[src/rtl/core/s2l_pkg.sv]
`default_nettype none

package s2l_pkg;

    localparam int Q_FRAC = 30;
    localparam longint unsigned Q30_ONE = 64'd1 << Q_FRAC;

    // linear channel value, q16, 0..65536
    localparam int LIN_W = 17;
    localparam int COEF_W = 24;
    localparam int PROD_W = COEF_W + LIN_W;
    localparam int SUM_W = 40;
    localparam int WP_SHIFT = 14;
    localparam int RNUM_W = SUM_W + WP_SHIFT;

    // white point ratio t in q30, below 2^31
    localparam int T_W = 32;
    localparam int RATIO_QUO_W = 32;

    // lab function output in q30, below 2^31
    localparam int F_W = 31;
    localparam int ROOT_BITS = 31;
    localparam int LAB_LAT = 2 * ROOT_BITS;

    // quotient bits resolved per divider stage
    localparam int DIV_STEP = 4;
    localparam int RATIO_STAGES = RATIO_QUO_W / DIV_STEP;

    // linear segment of the lab function: (t*24389 + 432*2^30 + 1566) / 3132
    localparam longint unsigned LIN_LIMIT = (64'd216 << Q_FRAC) / 64'd24389;
    localparam int LIN_T_W = 24;
    localparam int LNUM_W = 40;
    localparam int LIN_QUO_W = 28;
    localparam logic [14:0] LIN_SLOPE = 15'd24389;
    localparam longint unsigned LIN_OFFSET = (64'd432 << Q_FRAC) + 64'd1566;
    localparam longint unsigned LIN_DIV = 3132;

    localparam int QUEUE_DEPTH = 4;

    typedef logic [LIN_W-1:0] lin_t;

    typedef struct packed {
        lin_t blue;
        lin_t green;
        lin_t red;
    } lin_px_t;

    typedef lin_t lin_table_t [256];

    // srgb to xyz matrix, units of 1e-7
    localparam logic [COEF_W-1:0] MAT [3][3] = '{
        '{24'd4124564, 24'd3575761, 24'd1804375},
        '{24'd2126729, 24'd7151522, 24'd721750},
        '{24'd193339,  24'd1191920, 24'd9503041}
    };

    // d65 white point, units of 1e-7
    localparam longint unsigned RATIO_DIV [3] = '{64'd9504890, 64'd10000000, 64'd10888400};

    // srgb transfer curve, worked out once at elaboration
    function automatic lin_table_t build_lin_table();
        lin_table_t tab;
        longint unsigned u;
        longint unsigned lo;
        longint unsigned hi;
        longint unsigned mid;
        longint unsigned r2;
        longint unsigned p;
        for (int c = 0; c < 256; c++) begin
            if (c <= 10) begin
                tab[c] = LIN_W'((64'(c) * 64'd6553600 + 64'd164730) / 64'd329460);
            end else begin
                u = (64'(1000 * c + 14025) << Q_FRAC) / 64'd269025;
                lo = 0;
                hi = Q30_ONE;
                while (lo < hi) begin
                    mid = lo + (hi - lo + 1) / 2;
                    r2 = (mid * mid) >> Q_FRAC;
                    if (((((r2 * r2) >> Q_FRAC) * mid) >> Q_FRAC) <= u) begin
                        lo = mid;
                    end else begin
                        hi = mid - 1;
                    end
                end
                r2 = (lo * lo) >> Q_FRAC;
                p = (((u * u) >> Q_FRAC) * r2) >> Q_FRAC;
                tab[c] = LIN_W'((p + 64'd8192) >> 14);
            end
        end
        return tab;
    endfunction

    localparam lin_table_t LIN_TABLE = build_lin_table();

endpackage

`default_nettype wire

[src/rtl/core/s2l_fifo.sv]
`default_nettype none

module s2l_fifo
    import s2l_pkg::*;
(
    input  logic    aclk,
    input  logic    aresetn,
    input  logic    push,
    input  lin_px_t wr_data,
    output logic    full,
    input  logic    pop,
    output lin_px_t rd_data,
    output logic    rd_valid
);

    localparam int PTR_W = $clog2(QUEUE_DEPTH);
    localparam int CNT_W = $clog2(QUEUE_DEPTH + 1);

    lin_px_t          mem_reg [QUEUE_DEPTH];
    logic [PTR_W-1:0] wr_ptr_reg, wr_ptr_next;
    logic [PTR_W-1:0] rd_ptr_reg, rd_ptr_next;
    logic [CNT_W-1:0] cnt_reg, cnt_next;

    always_comb begin
        wr_ptr_next = wr_ptr_reg;
        rd_ptr_next = rd_ptr_reg;
        cnt_next = cnt_reg;
        if (push) begin
            wr_ptr_next = wr_ptr_reg + PTR_W'(1);
        end
        if (pop) begin
            rd_ptr_next = rd_ptr_reg + PTR_W'(1);
        end
        if (push && !pop) begin
            cnt_next = cnt_reg + CNT_W'(1);
        end else if (pop && !push) begin
            cnt_next = cnt_reg - CNT_W'(1);
        end
    end

    always_ff @(posedge aclk) begin
        if (!aresetn) begin
            wr_ptr_reg <= '0;
            rd_ptr_reg <= '0;
            cnt_reg <= '0;
        end else begin
            wr_ptr_reg <= wr_ptr_next;
            rd_ptr_reg <= rd_ptr_next;
            cnt_reg <= cnt_next;
        end
    end

    always_ff @(posedge aclk) begin
        if (push) begin
            mem_reg[wr_ptr_reg] <= wr_data;
        end
    end

    assign rd_data = mem_reg[rd_ptr_reg];
    assign rd_valid = cnt_reg != '0;
    assign full = cnt_reg == CNT_W'(QUEUE_DEPTH);

    assert property (@(posedge aclk) disable iff (!aresetn)
        cnt_reg <= CNT_W'(QUEUE_DEPTH))
        else $error("queue fill beyond depth");

    assert property (@(posedge aclk) disable iff (!aresetn)
        (push && !pop) |=> cnt_reg == CNT_W'($past(cnt_reg) + CNT_W'(1)))
        else $error("queue fill did not rise on push");

    assert property (@(posedge aclk) disable iff (!aresetn)
        (pop && !push) |=> cnt_reg == CNT_W'($past(cnt_reg) - CNT_W'(1)))
        else $error("queue fill did not fall on pop");

endmodule

`default_nettype wire

[config.mk]
export PLATFORM = sky130hd
export DESIGN_NAME = s2l_fifo
export DESIGN_NICKNAME = d
export VERILOG_FILES = /design/src/rtl/core/s2l_pkg.sv /design/src/rtl/core/s2l_fifo.sv
export SDC_FILE = /design/constraint.sdc
export NUM_CORES = 1
export LEC_CHECK = 0
export BUFFER_PORTS_ARGS = -buffer_cell sky130_fd_sc_hd__buf_2
export CAP_MARGIN = 20
export CORE_MARGIN = 2
export CORE_UTILIZATION = 60
export DETAILED_ROUTE_END_ITERATION = 10
export PLACE_DENSITY = 0.93
export RECOVER_POWER = 25
export SLEW_MARGIN = 20
export SYNTH_ARGS = -nofsm -noshare
export SYNTH_HDL_FRONTEND = slang
export SYNTH_SLANG_ARGS = --single-unit
[constraint.sdc]
create_clock -name aclk -period 6.9 [get_ports aclk]
set_input_delay 0.345 -clock aclk [delete_from_list [all_inputs] [get_ports aclk]]
set_output_delay 0.345 -clock aclk [all_outputs]
set_load 0.02 [all_outputs]
==> results.md <==
- The flow ran to the end, and the final reports show no timing, DRC or antenna violations.
- After synthesis, the share of cell area in mux cells is between 10% and 20%.
- The count of cells along the worst hold path is 1.
- The reported leakage power is ~0.0031 uW.
- In this run, CTS created clock tree buffers numbering 21.
- The DRC violation total after the first TritonRoute iteration is approximately 230.
- STA puts the critical path data arrival time at approximately 2.2 ns.
- The total power is 2855 uW.
- In the routed design, unresolved DRC markers number 0.
- The transition at the pin with the smallest max-transition slack is between 0.7 and 0.8 ns.
- The worst supply voltage drop on vdd is ~260 uV.
- The post-detailed-route count of antenna-violating nets is 0.
- The count of inserted antenna diode cells is 0.
- The path class of the tightest hold or removal check is in2reg.
- In the detailed route, the total length drawn on met2 is ~6.9 mm.
- The worst reg-to-reg path cell count is 4.
- The die covers about 14000 um2.
- The slowest stage of the critical path belongs to the cell sky130_fd_sc_hd__dfxtp_2.
- STA classifies the critical path endpoint as an output port.
- Summing the areas of all compound-gate instances in the mapped netlist gives 0.1591% of the synthesized area.
- Setup violations remaining at the end of the flow were counted as 0.
- Sequential elements use about four fifths of the synthesized area.
- The max-cap check violation count is 0.
- Traced cell by cell, the critical path runs through buf_4, mux4_2, buf_2.
- The effective utilization at floorplan is a little over 60%.
- The number of slew-limit violations in the final report was 0.
- In this run, post-CTS hold repair placed 0 buffers.
- The number of nets in the finished design is a little under 500.
- The die outline width is between 100 and 150 um.
- The post-synthesis cell area is between 7000 and 8000 um2.
- The flip-flop count of the largest register after layout is 204.
- The worst setup path is launched from a flop.
- The clock network burns a little under two fifths of the power.
- Setup repair after global routing left no endpoint under its margin.
- In this run the vertical extent of the chip is around 120 um.
- Of the cells placed in the final design, the portion with a size suffix greater than 1 is 36.83%.
- The post-synthesis share of cell area spent on full adders, half adders and majority gates is under 10%.
- The combined global-route utilization of all metal layers is between 10% and 20%.
- The maximum cell stage delay along the critical path is between 0.6 and 0.7 ns.
- Of the total synthesized cell area, the portion taken by AND, OR, NAND and NOR gates is under 10%.
- Per report_power, the combinational group accounts for 10.4% of the total.
- The post-synthesis average cell area is between 20 and 30 um2.
- Clock-pin slew was measured on the worst setup and hold paths at 0.06 ns.
- The number of standard cells after synthesis is 310.
- The initial antenna violation count was 0.
- The number of fill cells in the layout is roughly 810.
- The clock sink total is ~210.
- The core area is 12720 um2.
- The highest achievable clock rate is a little under 400 MHz.
- STA puts the critical path data required time at around 6.6 ns.
- The cell sitting at the root of the clock tree is a sky130_fd_sc_hd__clkbuf_16.
- Together, buffers and inverters on the worst path number 2.
- Headroom to the max-slew limit came out at roughly half.
- The count of final hold-check violations was 0.
- The longest clock path from root to sink contains 3 buffers.
- For this design the ratio of total power to cell area is about 310 nW/um2.
- The worst setup path is of the reg2out kind.
- For the final routed database, the setup TNS stands at 0 ns.
- The kind of cell with the highest combined delay on the critical path is buffers and inverters.
- The area growth from synthesis to layout is 16.32%.
- Synthesis instantiated 21 different standard cells from the library.
- The total of flip-flops plus latches after synthesis is around 210.
- The floorplan has 41 rows.
- The routability congestion estimate is about 0.68.
- Net switching is a little under a quarter of the power.
- The pre-antenna-repair detailed-routing pass consisted of 4 iterations.
- The number of global-route vias before repair is about 3800.
- The via count of the routed design is between 3000 and 4000.
- Along the worst path, the maximum fanout reaches 34.
- Before CTS, the worst setup slack after placement is roughly 4.6 ns.
- The area share of xor/xnor cells in the synthesized design is less than 1%.
- The final setup skew is 0.008070 ns.
- The number of setup buffers added after CTS is 0.
- The detailed router used layers up to and including met4.
- The wire length on met3 is ~820 um.
- The wire length reported by the detailed router is roughly 13 mm.
- The relative contribution of sequential cells to total power is between 50% and 60%.
- The final critical-path required period is approximately 2.6 ns.
- In this run the power spent charging and discharging nets is roughly 640 uW.
- The met1 wire length is just over 5 mm.
- The cell-internal power is 2211 uW.
- The number of nets in the synthesized netlist is approximately 370.
- The maximum number of pins on one net before global-route repair is between 50 and 60.
- The first global-routing pass estimated ~20 mm of wire.
- In this run the number of H-tree levels came out at 1.
- TritonCTS built the clock tree.
- The top-level port count is 108.
- The critical path crosses 3 cells after its start point.
- The average wire per cell in the routed design is a little over 20 um.
- The count of buffers from port buffering is between 100 and 150.
- The Yosys step of the flow raised 0 warnings.
- For this run the aggregate overflow at the end of global routing stands at 0.
- The average via count per standard cell is about 5.7.
- The insertion delay to the later sink of the worst-skew pair is around 0.48 ns.
- Once the clock tree was built, the resizer swapped 0 gates to a different size.
- In the post-route analysis, the smallest setup slack over all paths is around 4.3 ns.
- The half-perimeter wire length after placement is ~7.4 mm.
- The main combinational cell family by area after synthesis is multiplexers.
- The final cycle utilization of the critical path is 37.04%.
final cells by class:
type | instances | area, um2 | area share (%)
Clock buffer | 25 | 540.5 | 5.908
Clock inverter | 12 | 97.59 | 1.067
Inverter | 4 | 15.01 | 0.1641
Multi-Input combinational cell | 81 | 1409 | 15.40
Sequential cell | 213 | 6311 | 68.98
Tap cell | 172 | 215.2 | 2.352
Timing Repair Buffer | 113 | 560.5 | 6.127
cell usage in the layout, fill, tap and decap left out, drive strengths merged:
| cell type | n |
|---|---|
| a21boi | 1 |
| and2 | 9 |
| buf | 81 |
| bufinv | 1 |
| clkbuf | 57 |
| clkinv | 9 |
| dfxtp | 9 |
| edfxtp | 204 |
| fa | 1 |
| ha | 5 |
| inv | 6 |
| mux2i | 2 |
| mux4 | 51 |
| nand2 | 1 |
| nor2b | 2 |
| nor3b | 1 |
| o21ai | 1 |
| or3 | 2 |
| xnor2 | 2 |
| xor2 | 3 |
cells by family after synthesis:
group,count (synthesis)
mux,53
fa+ha+maj,6
compound gates,2
buf+inv,16
flops,213
simple gates,15
xor+xnor,5
final timing paths:
| path | from | end | slack, ns |
|---|---|---|---|
| hold / removal | wr_data[4] | mem_reg[0][4] | 0.08 |
| hold reg to reg | cnt_reg[2] | cnt_reg[2] | 0.53 |
| setup reg to reg | wr_ptr_reg[0] | mem_reg[0][23] | 5.19 |
| setup / recovery | flop | rd_data[40] | 4.34 |
per-stage QoR:
stage	utilization, %	instances	hold WS, ns	area, um2
6_report	71.91	620	0.08258	9149
3_3_place_gp	66.99	582	0.4800	8523
4_1_cts	72.01	619	0.05911	9161
5_1_grt	71.91	620	0.08097	9149
3_5_place_dp	66.99	582	0.5097	8523
2_1_floorplan	-	310	0.4439	7865
cell usage after synthesis, drive strengths merged:
cell    number  area (um2)
nand2        1       3.750
xor2         3       26.28
and2         9       56.30
nor2b        2       12.51
edfxtp     204        6126
fa           1       20.02
mux4        51        1152
mux2i        2       20.02
or3          2       12.51
inv          4       15.01
a21boi       1       7.510
dfxtp        9       180.2
o21ai        1       5.000
ha           5       62.56
buf         12       140.1
xnor2        2       17.52
nor3b        1       7.510
per-layer routing:
metal  track usage, %  vias to the layer above
met5                0                        -
met4            3.869                        0
met3            4.633                       13
met2            32.95                      103
met1            24.33                     1834
li1                 -                     1555
power groups by stage:
stage	Clock, uW	Combinational [uW]	Sequential (uW)
2_1_floorplan	0	218	1520
4_1_cts	1060	288	1530
6_report	1050	296	1510
3_5_place_dp	0	285	1550
3_3_place_gp	0	278	1550
5_1_grt	1120	320	1520
(Power assumes the default switching activity.)
